===== config.mk =====
export PLATFORM = sky130hd
export DESIGN_NAME = fsc_extract
export DESIGN_NICKNAME = d
export VERILOG_FILES = /design/src/rtl/fsc_pkg.sv /design/src/rtl/fsc_div.sv /design/src/rtl/fsc_isqrt.sv /design/src/rtl/fsc_extract.sv
export SDC_FILE = /design/constraint.sdc
export NUM_CORES = 2
export LEC_CHECK = 0
export BUFFER_PORTS_ARGS = -buffer_cell sky130_fd_sc_hd__buf_4
export CAP_MARGIN = 20
export CELL_PAD_IN_SITES_DETAIL_PLACEMENT = 0
export CELL_PAD_IN_SITES_GLOBAL_PLACEMENT = 1
export CORE_MARGIN = 1
export CORE_UTILIZATION = 50
export CTS_CLUSTER_DIAMETER = 100
export DETAILED_ROUTE_END_ITERATION = 8
export PLACE_DENSITY = 0.9
export SLEW_MARGIN = 10
export SYNTH_ARGS = -nofsm -noshare
export SYNTH_HDL_FRONTEND = slang
export SYNTH_SLANG_ARGS = --single-unit

===== constraint.sdc =====
create_clock -name clk_i -period 11.51 [get_ports clk_i]
set_clock_uncertainty 0.05 [all_clocks]
set_input_delay 1.7265 -clock clk_i [delete_from_list [all_inputs] [get_ports clk_i]]
set_output_delay 1.7265 -clock clk_i [all_outputs]
set_load 0.1 [all_outputs]

===== src/rtl/fsc_pkg.sv =====
// ----------------------------------------------------------------------------
// fsc_pkg
// Shared types, widths and plane tables of the frustum sphere cull unit.
// ----------------------------------------------------------------------------
`default_nettype none

package fsc_pkg;

  localparam int NumPlanes = 6;
  localparam int ElemW     = 32;             // Q16.16 matrix and center values
  localparam int RawW      = ElemW + 1;      // exact plane term sums
  localparam int MagW      = RawW;           // magnitudes of plane terms
  localparam int NormBits  = 30;             // Q2.30 normal components
  localparam int FracBits  = 16;
  localparam int M3W       = MagW + 29;      // distance magnitude after scaling
  localparam int SumW      = 2 * NormBits + 2;
  localparam int LenW      = SumW / 2;
  localparam int NumW      = M3W + FracBits; // divider numerator
  localparam int RadW      = 31;

  typedef logic [2:0] plane_idx_t;
  typedef logic [1:0] row_idx_t;

  localparam plane_idx_t LastPlane = plane_idx_t'(NumPlanes - 1);

  typedef enum logic [1:0] {
    OP_WRITE_ROW = 2'd0,
    OP_EXTRACT   = 2'd1,
    OP_SPHERE    = 2'd2
  } op_e;

  typedef enum logic [1:0] {
    MODE_SUB,
    MODE_ADD,
    MODE_ONLY
  } plane_mode_e;

  // Matrix row write request
  typedef struct packed {
    logic     en;
    row_idx_t row;
  } row_wr_t;

  // Plane store write request
  typedef struct packed {
    logic       en;
    plane_idx_t addr;
    logic       degenerate;
  } plane_wr_t;

  // Column combined with column four for each plane (used alone for the near plane)
  function automatic logic [1:0] plane_col(plane_idx_t p);
    logic [1:0] c;
    unique case (p)
      3'd0, 3'd1: c = 2'd0;
      3'd2, 3'd3: c = 2'd1;
      default:    c = 2'd2;
    endcase
    return c;
  endfunction

  // Right, left, bottom, top, far, near
  function automatic plane_mode_e plane_mode(plane_idx_t p);
    plane_mode_e m;
    unique case (p)
      3'd0:    m = MODE_SUB;
      3'd1:    m = MODE_ADD;
      3'd2:    m = MODE_ADD;
      3'd3:    m = MODE_SUB;
      3'd4:    m = MODE_SUB;
      default: m = MODE_ONLY;
    endcase
    return m;
  endfunction

endpackage

`default_nettype wire


===== src/rtl/fsc_div.sv =====
// ----------------------------------------------------------------------------
// fsc_div
// Restoring divider, one quotient bit per cycle, with overflow detection.
// ----------------------------------------------------------------------------
`default_nettype none

module fsc_div #(
  parameter int NUM_W = 78,
  parameter int DEN_W = 31,
  parameter int QUO_W = 31
) (
  input  wire logic             clk_i,
  input  wire logic             rst_ni,
  input  wire logic             start_i,
  input  wire logic [NUM_W-1:0] num_i,
  input  wire logic [DEN_W-1:0] den_i,
  output logic                  done_o,
  output logic [QUO_W-1:0]      quo_o,
  output logic                  ovf_o
);

  localparam int CntW = $clog2(QUO_W + 1);

  logic [DEN_W-1:0] rem_q;
  logic [QUO_W-1:0] quo_q;
  logic [DEN_W-1:0] den_q;
  logic [CntW-1:0]  cnt_q;
  logic             run_q;
  logic             done_q;
  logic             ovf_q;

  logic [DEN_W:0]   trial;
  logic             ge;
  logic [NUM_W-1:0] top;

  // Compare the partial remainder with the divisor
  assign top   = num_i >> QUO_W;
  assign trial = {rem_q, quo_q[QUO_W-1]};
  assign ge    = trial >= {1'b0, den_q};

  // Shift one quotient bit in per cycle
  always_ff @(posedge clk_i or negedge rst_ni) begin
    if (!rst_ni) begin
      run_q  <= 1'b0;
      done_q <= 1'b0;
      cnt_q  <= '0;
      ovf_q  <= 1'b0;
      rem_q  <= '0;
      quo_q  <= '0;
      den_q  <= '0;
    end else begin
      done_q <= 1'b0;
      if (start_i) begin
        run_q <= 1'b1;
        cnt_q <= CntW'(QUO_W);
        ovf_q <= top >= NUM_W'(den_i);
        rem_q <= DEN_W'(top);
        quo_q <= num_i[QUO_W-1:0];
        den_q <= den_i;
      end else if (run_q) begin
        rem_q <= ge ? DEN_W'(trial - {1'b0, den_q}) : DEN_W'(trial);
        quo_q <= {quo_q[QUO_W-2:0], ge};
        cnt_q <= cnt_q - 1'b1;
        if (cnt_q == CntW'(1)) begin
          run_q  <= 1'b0;
          done_q <= 1'b1;
        end
      end
    end
  end

  assign done_o = done_q;
  assign quo_o  = quo_q;
  assign ovf_o  = ovf_q;

endmodule

`default_nettype wire


===== src/rtl/fsc_isqrt.sv =====
// ----------------------------------------------------------------------------
// fsc_isqrt
// Floor square root, one root bit per cycle, digit by digit.
// ----------------------------------------------------------------------------
`default_nettype none

module fsc_isqrt #(
  parameter int RAD_W = 62
) (
  input  wire logic               clk_i,
  input  wire logic               rst_ni,
  input  wire logic               start_i,
  input  wire logic [RAD_W-1:0]   rad_i,
  output logic                    done_o,
  output logic [RAD_W/2-1:0]      root_o
);

  localparam int RootW = RAD_W / 2;
  localparam int RemW  = RootW + 3;
  localparam int CntW  = $clog2(RootW + 1);

  logic [RAD_W-1:0] rad_q;
  logic [RemW-1:0]  rem_q;
  logic [RootW-1:0] root_q;
  logic [CntW-1:0]  cnt_q;
  logic             run_q;
  logic             done_q;

  logic [RemW-1:0]  cur;
  logic [RemW-1:0]  trial;
  logic             ge;

  // Bring in two radicand bits and try the next root bit
  assign cur   = {rem_q[RemW-3:0], rad_q[RAD_W-1:RAD_W-2]};
  assign trial = RemW'({root_q, 2'b01});
  assign ge    = cur >= trial;

  always_ff @(posedge clk_i or negedge rst_ni) begin
    if (!rst_ni) begin
      run_q  <= 1'b0;
      done_q <= 1'b0;
      cnt_q  <= '0;
      rad_q  <= '0;
      rem_q  <= '0;
      root_q <= '0;
    end else begin
      done_q <= 1'b0;
      if (start_i) begin
        run_q  <= 1'b1;
        cnt_q  <= CntW'(RootW);
        rad_q  <= rad_i;
        rem_q  <= '0;
        root_q <= '0;
      end else if (run_q) begin
        rad_q  <= rad_q << 2;
        rem_q  <= ge ? cur - trial : cur;
        root_q <= {root_q[RootW-2:0], ge};
        cnt_q  <= cnt_q - 1'b1;
        if (cnt_q == CntW'(1)) begin
          run_q  <= 1'b0;
          done_q <= 1'b1;
        end
      end
    end
  end

  assign done_o = done_q;
  assign root_o = root_q;

endmodule

`default_nettype wire


===== src/rtl/fsc_extract.sv =====
// ----------------------------------------------------------------------------
// fsc_extract
// Clip matrix store and plane extraction sequencer: forms, scales and
// normalizes six planes and writes them to the plane store.
// ----------------------------------------------------------------------------
`default_nettype none

module fsc_extract #(
  parameter int VALUE_WIDTH = 32
) (
  input  wire logic                        clk_i,
  input  wire logic                        rst_ni,
  input  wire fsc_pkg::row_wr_t            row_wr_i,
  input  wire logic [3:0][31:0]            row_data_i,
  input  wire logic                        start_i,
  output logic                             busy_o,
  output fsc_pkg::plane_wr_t               pw_o,
  output logic [2:0][31:0]                 pw_normal_o,
  output logic [VALUE_WIDTH-1:0]           pw_dist_o
);

  import fsc_pkg::*;

  localparam int QuoW = (VALUE_WIDTH - 1 > LenW) ? VALUE_WIDTH - 1 : LenW;
  localparam logic [VALUE_WIDTH-1:0] DistLim = {1'b0, {(VALUE_WIDTH-1){1'b1}}};

  typedef enum logic [3:0] {
    E_IDLE, E_READ, E_RAW, E_MAG, E_NORM, E_SQ,
    E_SQRT_GO, E_SQRT_WAIT, E_DIV_GO, E_DIV_WAIT, E_WRITE
  } ext_state_e;

  // Clip matrix memory, one row per entry
  logic [3:0][ElemW-1:0] mat_mem [4];
  logic [3:0]            row_valid_q;
  logic [3:0][ElemW-1:0] rd_data_q;
  logic                  rd_valid_q;

  ext_state_e              state_q;
  plane_idx_t              p_q;
  logic [1:0]              k_q;
  logic [1:0]              j_q;
  logic signed [RawW-1:0]  raw_q [4];
  logic [MagW-1:0]         m_q [3];
  logic [M3W-1:0]          m3_q;
  logic [2*NormBits-1:0]   prod_q;
  logic [SumW-1:0]         sum_q;
  logic [LenW-1:0]         len_q;
  logic [2:0][ElemW-1:0]   n_q;
  logic [VALUE_WIDTH-1:0]  dist_q;
  logic                    deg_q;

  logic signed [RawW-1:0]  a_term;
  logic signed [RawW-1:0]  b_term;
  logic signed [RawW-1:0]  raw_d;
  logic [MagW-1:0]         mag [4];
  logic [MagW-1:0]         mx_in;
  logic [MagW-1:0]         mx;
  logic [NormBits-1:0]     sq_in;
  logic [NumW-1:0]         div_num;
  logic                    div_done;
  logic [QuoW-1:0]         div_quo;
  logic                    div_ovf;
  logic                    sqrt_done;
  logic [LenW-1:0]         sqrt_root;
  logic [ElemW-1:0]        nmag;
  logic [VALUE_WIDTH-1:0]  dmag;

  // Write rows, read the row of the current step
  always_ff @(posedge clk_i) begin
    if (row_wr_i.en) begin
      mat_mem[row_wr_i.row] <= row_data_i;
    end
    rd_data_q  <= mat_mem[k_q];
    rd_valid_q <= row_valid_q[k_q];
  end

  always_ff @(posedge clk_i or negedge rst_ni) begin
    if (!rst_ni) begin
      row_valid_q <= '0;
    end else if (row_wr_i.en) begin
      row_valid_q[row_wr_i.row] <= 1'b1;
    end
  end

  // Form one raw plane term from the row just read
  always_comb begin
    a_term = rd_valid_q ? RawW'($signed(rd_data_q[3])) : '0;
    b_term = rd_valid_q ? RawW'($signed(rd_data_q[plane_col(p_q)])) : '0;
    unique case (plane_mode(p_q))
      MODE_SUB: raw_d = a_term - b_term;
      MODE_ADD: raw_d = a_term + b_term;
      default:  raw_d = b_term;
    endcase
  end

  // Magnitudes and the largest normal magnitude
  always_comb begin
    for (int i = 0; i < 4; i++) begin
      mag[i] = raw_q[i][RawW-1] ? MagW'(-raw_q[i]) : MagW'(raw_q[i]);
    end
    mx_in = (mag[0] > mag[1]) ? mag[0] : mag[1];
    mx_in = (mx_in > mag[2]) ? mx_in : mag[2];
    mx    = (m_q[0] > m_q[1]) ? m_q[0] : m_q[1];
    mx    = (mx > m_q[2]) ? mx : m_q[2];
  end

  // Select the squaring operand and the divider numerator
  always_comb begin
    unique case (j_q)
      2'd0:    sq_in = m_q[0][NormBits-1:0];
      2'd1:    sq_in = m_q[1][NormBits-1:0];
      2'd2:    sq_in = m_q[2][NormBits-1:0];
      default: sq_in = '0;
    endcase
    unique case (j_q)
      2'd0:    div_num = NumW'({m_q[0][NormBits-1:0], {NormBits{1'b0}}});
      2'd1:    div_num = NumW'({m_q[1][NormBits-1:0], {NormBits{1'b0}}});
      2'd2:    div_num = NumW'({m_q[2][NormBits-1:0], {NormBits{1'b0}}});
      default: div_num = {m3_q, {FracBits{1'b0}}};
    endcase
  end

  // Normal magnitude and saturated distance magnitude
  assign nmag = {1'b0, div_quo[ElemW-2:0]};
  assign dmag = (div_ovf || (div_quo > QuoW'(DistLim))) ? DistLim
                                                         : VALUE_WIDTH'(div_quo);

  fsc_isqrt #(
    .RAD_W (SumW)
  ) u_isqrt (
    .clk_i   (clk_i),
    .rst_ni  (rst_ni),
    .start_i (state_q == E_SQRT_GO),
    .rad_i   (sum_q),
    .done_o  (sqrt_done),
    .root_o  (sqrt_root)
  );

  fsc_div #(
    .NUM_W (NumW),
    .DEN_W (LenW),
    .QUO_W (QuoW)
  ) u_div (
    .clk_i   (clk_i),
    .rst_ni  (rst_ni),
    .start_i (state_q == E_DIV_GO),
    .num_i   (div_num),
    .den_i   (len_q),
    .done_o  (div_done),
    .quo_o   (div_quo),
    .ovf_o   (div_ovf)
  );

  // Sequence reads, scaling, root and divisions for each plane
  always_ff @(posedge clk_i or negedge rst_ni) begin
    if (!rst_ni) begin
      state_q <= E_IDLE;
      p_q     <= '0;
      k_q     <= '0;
      j_q     <= '0;
      deg_q   <= 1'b0;
      for (int i = 0; i < 4; i++) raw_q[i] <= '0;
      for (int i = 0; i < 3; i++) m_q[i] <= '0;
      m3_q    <= '0;
      prod_q  <= '0;
      sum_q   <= '0;
      len_q   <= '0;
      n_q     <= '0;
      dist_q  <= '0;
    end else begin
      unique case (state_q)
        E_IDLE: begin
          if (start_i) begin
            p_q     <= '0;
            k_q     <= '0;
            state_q <= E_READ;
          end
        end
        E_READ: begin
          state_q <= E_RAW;
        end
        E_RAW: begin
          raw_q[k_q] <= raw_d;
          if (k_q == 2'd3) begin
            state_q <= E_MAG;
          end else begin
            k_q     <= k_q + 1'b1;
            state_q <= E_READ;
          end
        end
        E_MAG: begin
          for (int i = 0; i < 3; i++) m_q[i] <= mag[i];
          m3_q <= M3W'(mag[3]);
          if (mx_in == '0) begin
            deg_q   <= 1'b1;
            state_q <= E_WRITE;
          end else begin
            deg_q   <= 1'b0;
            state_q <= E_NORM;
          end
        end
        E_NORM: begin
          if (mx[MagW-1:NormBits] != '0) begin
            for (int i = 0; i < 3; i++) m_q[i] <= m_q[i] >> 1;
            m3_q <= m3_q >> 1;
          end else if (!mx[NormBits-1]) begin
            for (int i = 0; i < 3; i++) m_q[i] <= m_q[i] << 1;
            m3_q <= m3_q << 1;
          end else begin
            j_q     <= '0;
            prod_q  <= '0;
            sum_q   <= '0;
            state_q <= E_SQ;
          end
        end
        E_SQ: begin
          prod_q <= sq_in * sq_in;
          sum_q  <= sum_q + SumW'(prod_q);
          if (j_q == 2'd3) begin
            state_q <= E_SQRT_GO;
          end else begin
            j_q <= j_q + 1'b1;
          end
        end
        E_SQRT_GO: begin
          state_q <= E_SQRT_WAIT;
        end
        E_SQRT_WAIT: begin
          if (sqrt_done) begin
            len_q   <= sqrt_root;
            j_q     <= '0;
            state_q <= E_DIV_GO;
          end
        end
        E_DIV_GO: begin
          state_q <= E_DIV_WAIT;
        end
        E_DIV_WAIT: begin
          if (div_done) begin
            if (j_q == 2'd3) begin
              dist_q  <= raw_q[3][RawW-1] ? VALUE_WIDTH'(-dmag) : dmag;
              state_q <= E_WRITE;
            end else begin
              n_q[j_q] <= raw_q[j_q][RawW-1] ? ElemW'(-nmag) : nmag;
              j_q      <= j_q + 1'b1;
              state_q  <= E_DIV_GO;
            end
          end
        end
        E_WRITE: begin
          if (p_q == LastPlane) begin
            state_q <= E_IDLE;
          end else begin
            p_q     <= p_q + 1'b1;
            k_q     <= '0;
            state_q <= E_READ;
          end
        end
        default: state_q <= E_IDLE;
      endcase
    end
  end

  assign busy_o          = state_q != E_IDLE;
  assign pw_o.en         = state_q == E_WRITE;
  assign pw_o.addr       = p_q;
  assign pw_o.degenerate = deg_q;
  assign pw_normal_o     = n_q;
  assign pw_dist_o       = dist_q;

endmodule

`default_nettype wire


==> qor.yml <==
run_status:
  status: "complete, no violations"
synthesis:
  ys_ff_latch: 1463
  yosys.area.top_type: "dfrtp_1"
  synth_edf_count: 512
  synth_ff_type: "dfrtp_1"
  ys_types: 95
  synth.avg_cell_area_sq_um: 10.07
  ys_seq_area_frac: 0.3841
  syn_area_sq_mm: 0.1003
  async_flop_share: 0.5619
  syn_nets: 11390
  ys_warn_count: 0
  synth.area.top_cells: "dfrtp_1 21%, edfxtp_1 15%, fa_1 14%"
  netlist.area_leader.share: 0.2051
  synthCells: 9962
die:
  die-area_sq_mm: 0.2024
  pin_count: 268
  start_util: 0.5029
  die_w_um: 449.9
  num_rows: 164
  core_sq_mm: 0.1995
  die_y_um: 449.9
drt:
  firstDrtPassIters: 8
  drt_iter0_drc: 7350
  vias: 74910
  drc: 0
  avgViaCountPerCell: 5.853
  routed_wl_um: 294600
  detail-route-antenna-nets: 0
  wl_per_cell_um: 23.02
grt:
  grt.overflow.total: 0
  grt_max_degree: 213
  grt_pass1_wl_um: 456600
  antenna_found_initial: 29
  grt_pass1_vias: 75920
  gr-usage-all-layers: 0.2922
timing:
  tightest_slew_ns: 1.207
  slew_viol_final: 0
  setup_viol: 0
  post-route-period-util: 0.9544
  relSlewSlack: 0.1913
  finalSetupTns_ns: 0
  max_freq_mhz: 91.03
  rsz0062_at_grt: "false"
  hold_viol: 0
  fin_crit_ns: 10.99
critical_path:
  path_class: "reg -> reg"
  max_stage_delay_ns: 0.67
  crit_top_cell: "fa_1"
  crit_path_start_kind: "register"
  r2r-start: "j_q[1]$_DFFE_PN0P_"
  cp-startpoint: "j_q[1]$_DFFE_PN0P_"
  cp.arrival_ns: 11.58
  crit_required_ns: 12.11
  slowest_stage: "ha_1"
  path_max_fanout: 19
  end_kind: "register"
place:
  gp_congestion: 0.9720
  place_hpwl_um: 219300
  place_area_sq_mm: 0.1049
  port_buffers: 267
cells_and_area:
  fin_nets: 11420
  fillers: 17110
  area_growth_pct: 10.13
  final_area_sq_mm: 0.1105
  drive_gt1_frac: 0.09681
  utilization: 0.5538
clock_tree:
  cts_tree: "done"
  cts_sinks: 1463
  cts_hold_buf: 0
  cts_buffer_depth: 3
  root_buffer: "clkbuf_16"
  clock_latency_ns: 0.89
  clkTransAtPathRegs_ns: 0.07
  numCtsBuffers: 160
  cts_setup_buffers: 0
  htreeDepth: 4
  cts_resized: 0
pwr:
  power.leakage_nw: 50.89
  irDropWorstVdd_mv: 0.2200
  powerDensity_mw_per_mm2: 101.9
hold_path:
  hp-class: "reg -> reg"
  hold_start: "row_valid_q[0]$_DFFE_PN0P_"
flow_run:
  drv_cap: 0
-- worst paths after layout --
path | to | slack, ns | cells after the start
max in group asynchronous | k_q[0]$_DFFE_PN0P_ | 8.21 | 3
min in group asynchronous | pw_normal_o[55]$_DFFE_PN0P_ | 0.91 | 1
worst min-delay path | row_valid_q[0]$_DFFE_PN0P_ | 0.42 | 1
worst max-delay path | prod_q[58]$_DFFE_PN0P_ | 0.52 | 31
worst min register to register | row_valid_q[0]$_DFFE_PN0P_ | 0.42 | 1
worst max register to register | prod_q[58]$_DFFE_PN0P_ | 0.52 | 31
-- layout make-up --
class | instances | area [sq um] | area share
Clock inverter | 84 | 1067 | 0.009662
Clock buffer | 214 | 4427 | 0.04007
Tap cell | 2656 | 3323 | 0.03008
Timing Repair Buffer | 408 | 3177 | 0.02876
Sequential cell | 1463 | 38550 | 0.3490
Inverter | 1102 | 4136 | 0.03745
Antenna cell | 9 | 22.52 | 0.0002039
Multi-Input combinational cell | 6862 | 55760 | 0.5048
-- state kept, by name, indices dropped and copies added (netlist names), 4 cells and up --
| name | flops |
|---|---|
| m3_q | 62 |
| sum_q | 62 |
| u_div.den_q | 31 |
| prod_q | 59 |
| len_q | 31 |
| m_q | 99 |
| mat_mem | 512 |
| u_isqrt.root_o | 31 |
| state_q | 4 |
| pw_normal_o | 96 |
| u_isqrt.rem_q | 32 |
| u_isqrt.rad_q | 62 |
| u_div.quo_o | 31 |
| raw_q | 132 |
| u_div.rem_q | 31 |
| row_valid_q | 4 |
| u_div.cnt_q | 5 |
| pw_dist_o | 32 |
| rd_data_q | 128 |
| u_isqrt.cnt_q | 5 |
-- layout by cell type, fill, tap and decap left out, types with 44 or more instances in the layout --
cell / instances
buf_4: 397
mux4_2: 130
fa_1: 701
nand3_1: 129
a21oi_1: 538
a31oi_1: 58
a22o_1: 147
nor2b_1: 51
nand2b_1: 68
a21o_1: 177
edfxtp_1: 512
dfxtp_1: 128
ha_1: 588
o211ai_1: 107
o31ai_1: 65
xor2_1: 199
mux2_2: 87
o21ai_0: 734
or3_1: 44
nand4_1: 81
nor2_1: 588
nand2_1: 1291
and2_1: 76
inv_1: 1095
mux2i_1: 163
xnor2_1: 182
nor3_1: 70
clkbuf_16: 160
dfrtp_1: 815
-- layer usage --
layer | global-route usage | vias up | part of all wire
li1 | - | 34180 | -
met1 | 0.3929 | 37320 | 0.42
met2 | 0.4700 | 2790 | 0.47
met3 | 0.05857 | 589 | 0.080
met4 | 0.1035 | 32 | 0.037
met5 | 0 | - | 0.00068
-- power breakdown --
| group | switching [mW] | leakage (nW) | internal, mW | total, mW |
|---|---|---|---|---|
| logic | 0.272 | 31.3 | 0.127 | 0.399 |
| clock network | 2.33 | 2.62 | 2.98 | 5.31 |
| registers | 0.0314 | 17.0 | 5.51 | 5.54 |
| total | 2.63 | 50.9 | 8.62 | 11.3 |
-- per-stage QoR --
| step | cells | worst slack, ns | hold WS, ns | power (mW) |
|---|---|---|---|---|
| floorplan | 9962 | 1.971 | 0.3837 | 5.799 |
| global placement | 12480 | 1.007 | 0.3958 | 6.008 |
| detailed placement | 12490 | 0.7755 | 0.3991 | 6.030 |
| CTS | 12780 | 0.7004 | 0.4221 | 11.34 |
| global route | 12790 | 0.07373 | 0.4473 | 11.59 |
| finish | 12800 | 0.5243 | 0.4225 | 11.25 |
-- kinds of logic after synthesis --
family / Yosys count / share of synthesized area
mux: 380 / 0.05522
fa+ha+maj: 1290 / 0.2134
compound gates: 2184 / 0.1361
simple gates: 2625 / 0.1160
flops: 1463 / 0.3841
xor+xnor: 383 / 0.03359
buf+inv: 1637 / 0.06156
-- synthesized netlist by cell type (all sizes together) (129+ instances only) --
library cell	n
a22o	147
xnor2	182
fa	701
nand3	130
edfxtp	512
a21oi	540
xor2	201
mux4	130
inv	1095
mux2i	163
o21ai	737
clkbuf	489
ha	589
nand2	1298
dfrtp	822
a21o	178
nor2	592
dfxtp	129
-- critical path: cells and delay by family, from the launching register on --
family,cells,cell delay (ns)
fa+ha+maj,10,5.25
xor+xnor,1,0.14
buf+inv,7,1.48
simple gates,7,2.13
compound gates,6,1.22
flops,1,0.46
(Power assumes the default switching activity.)
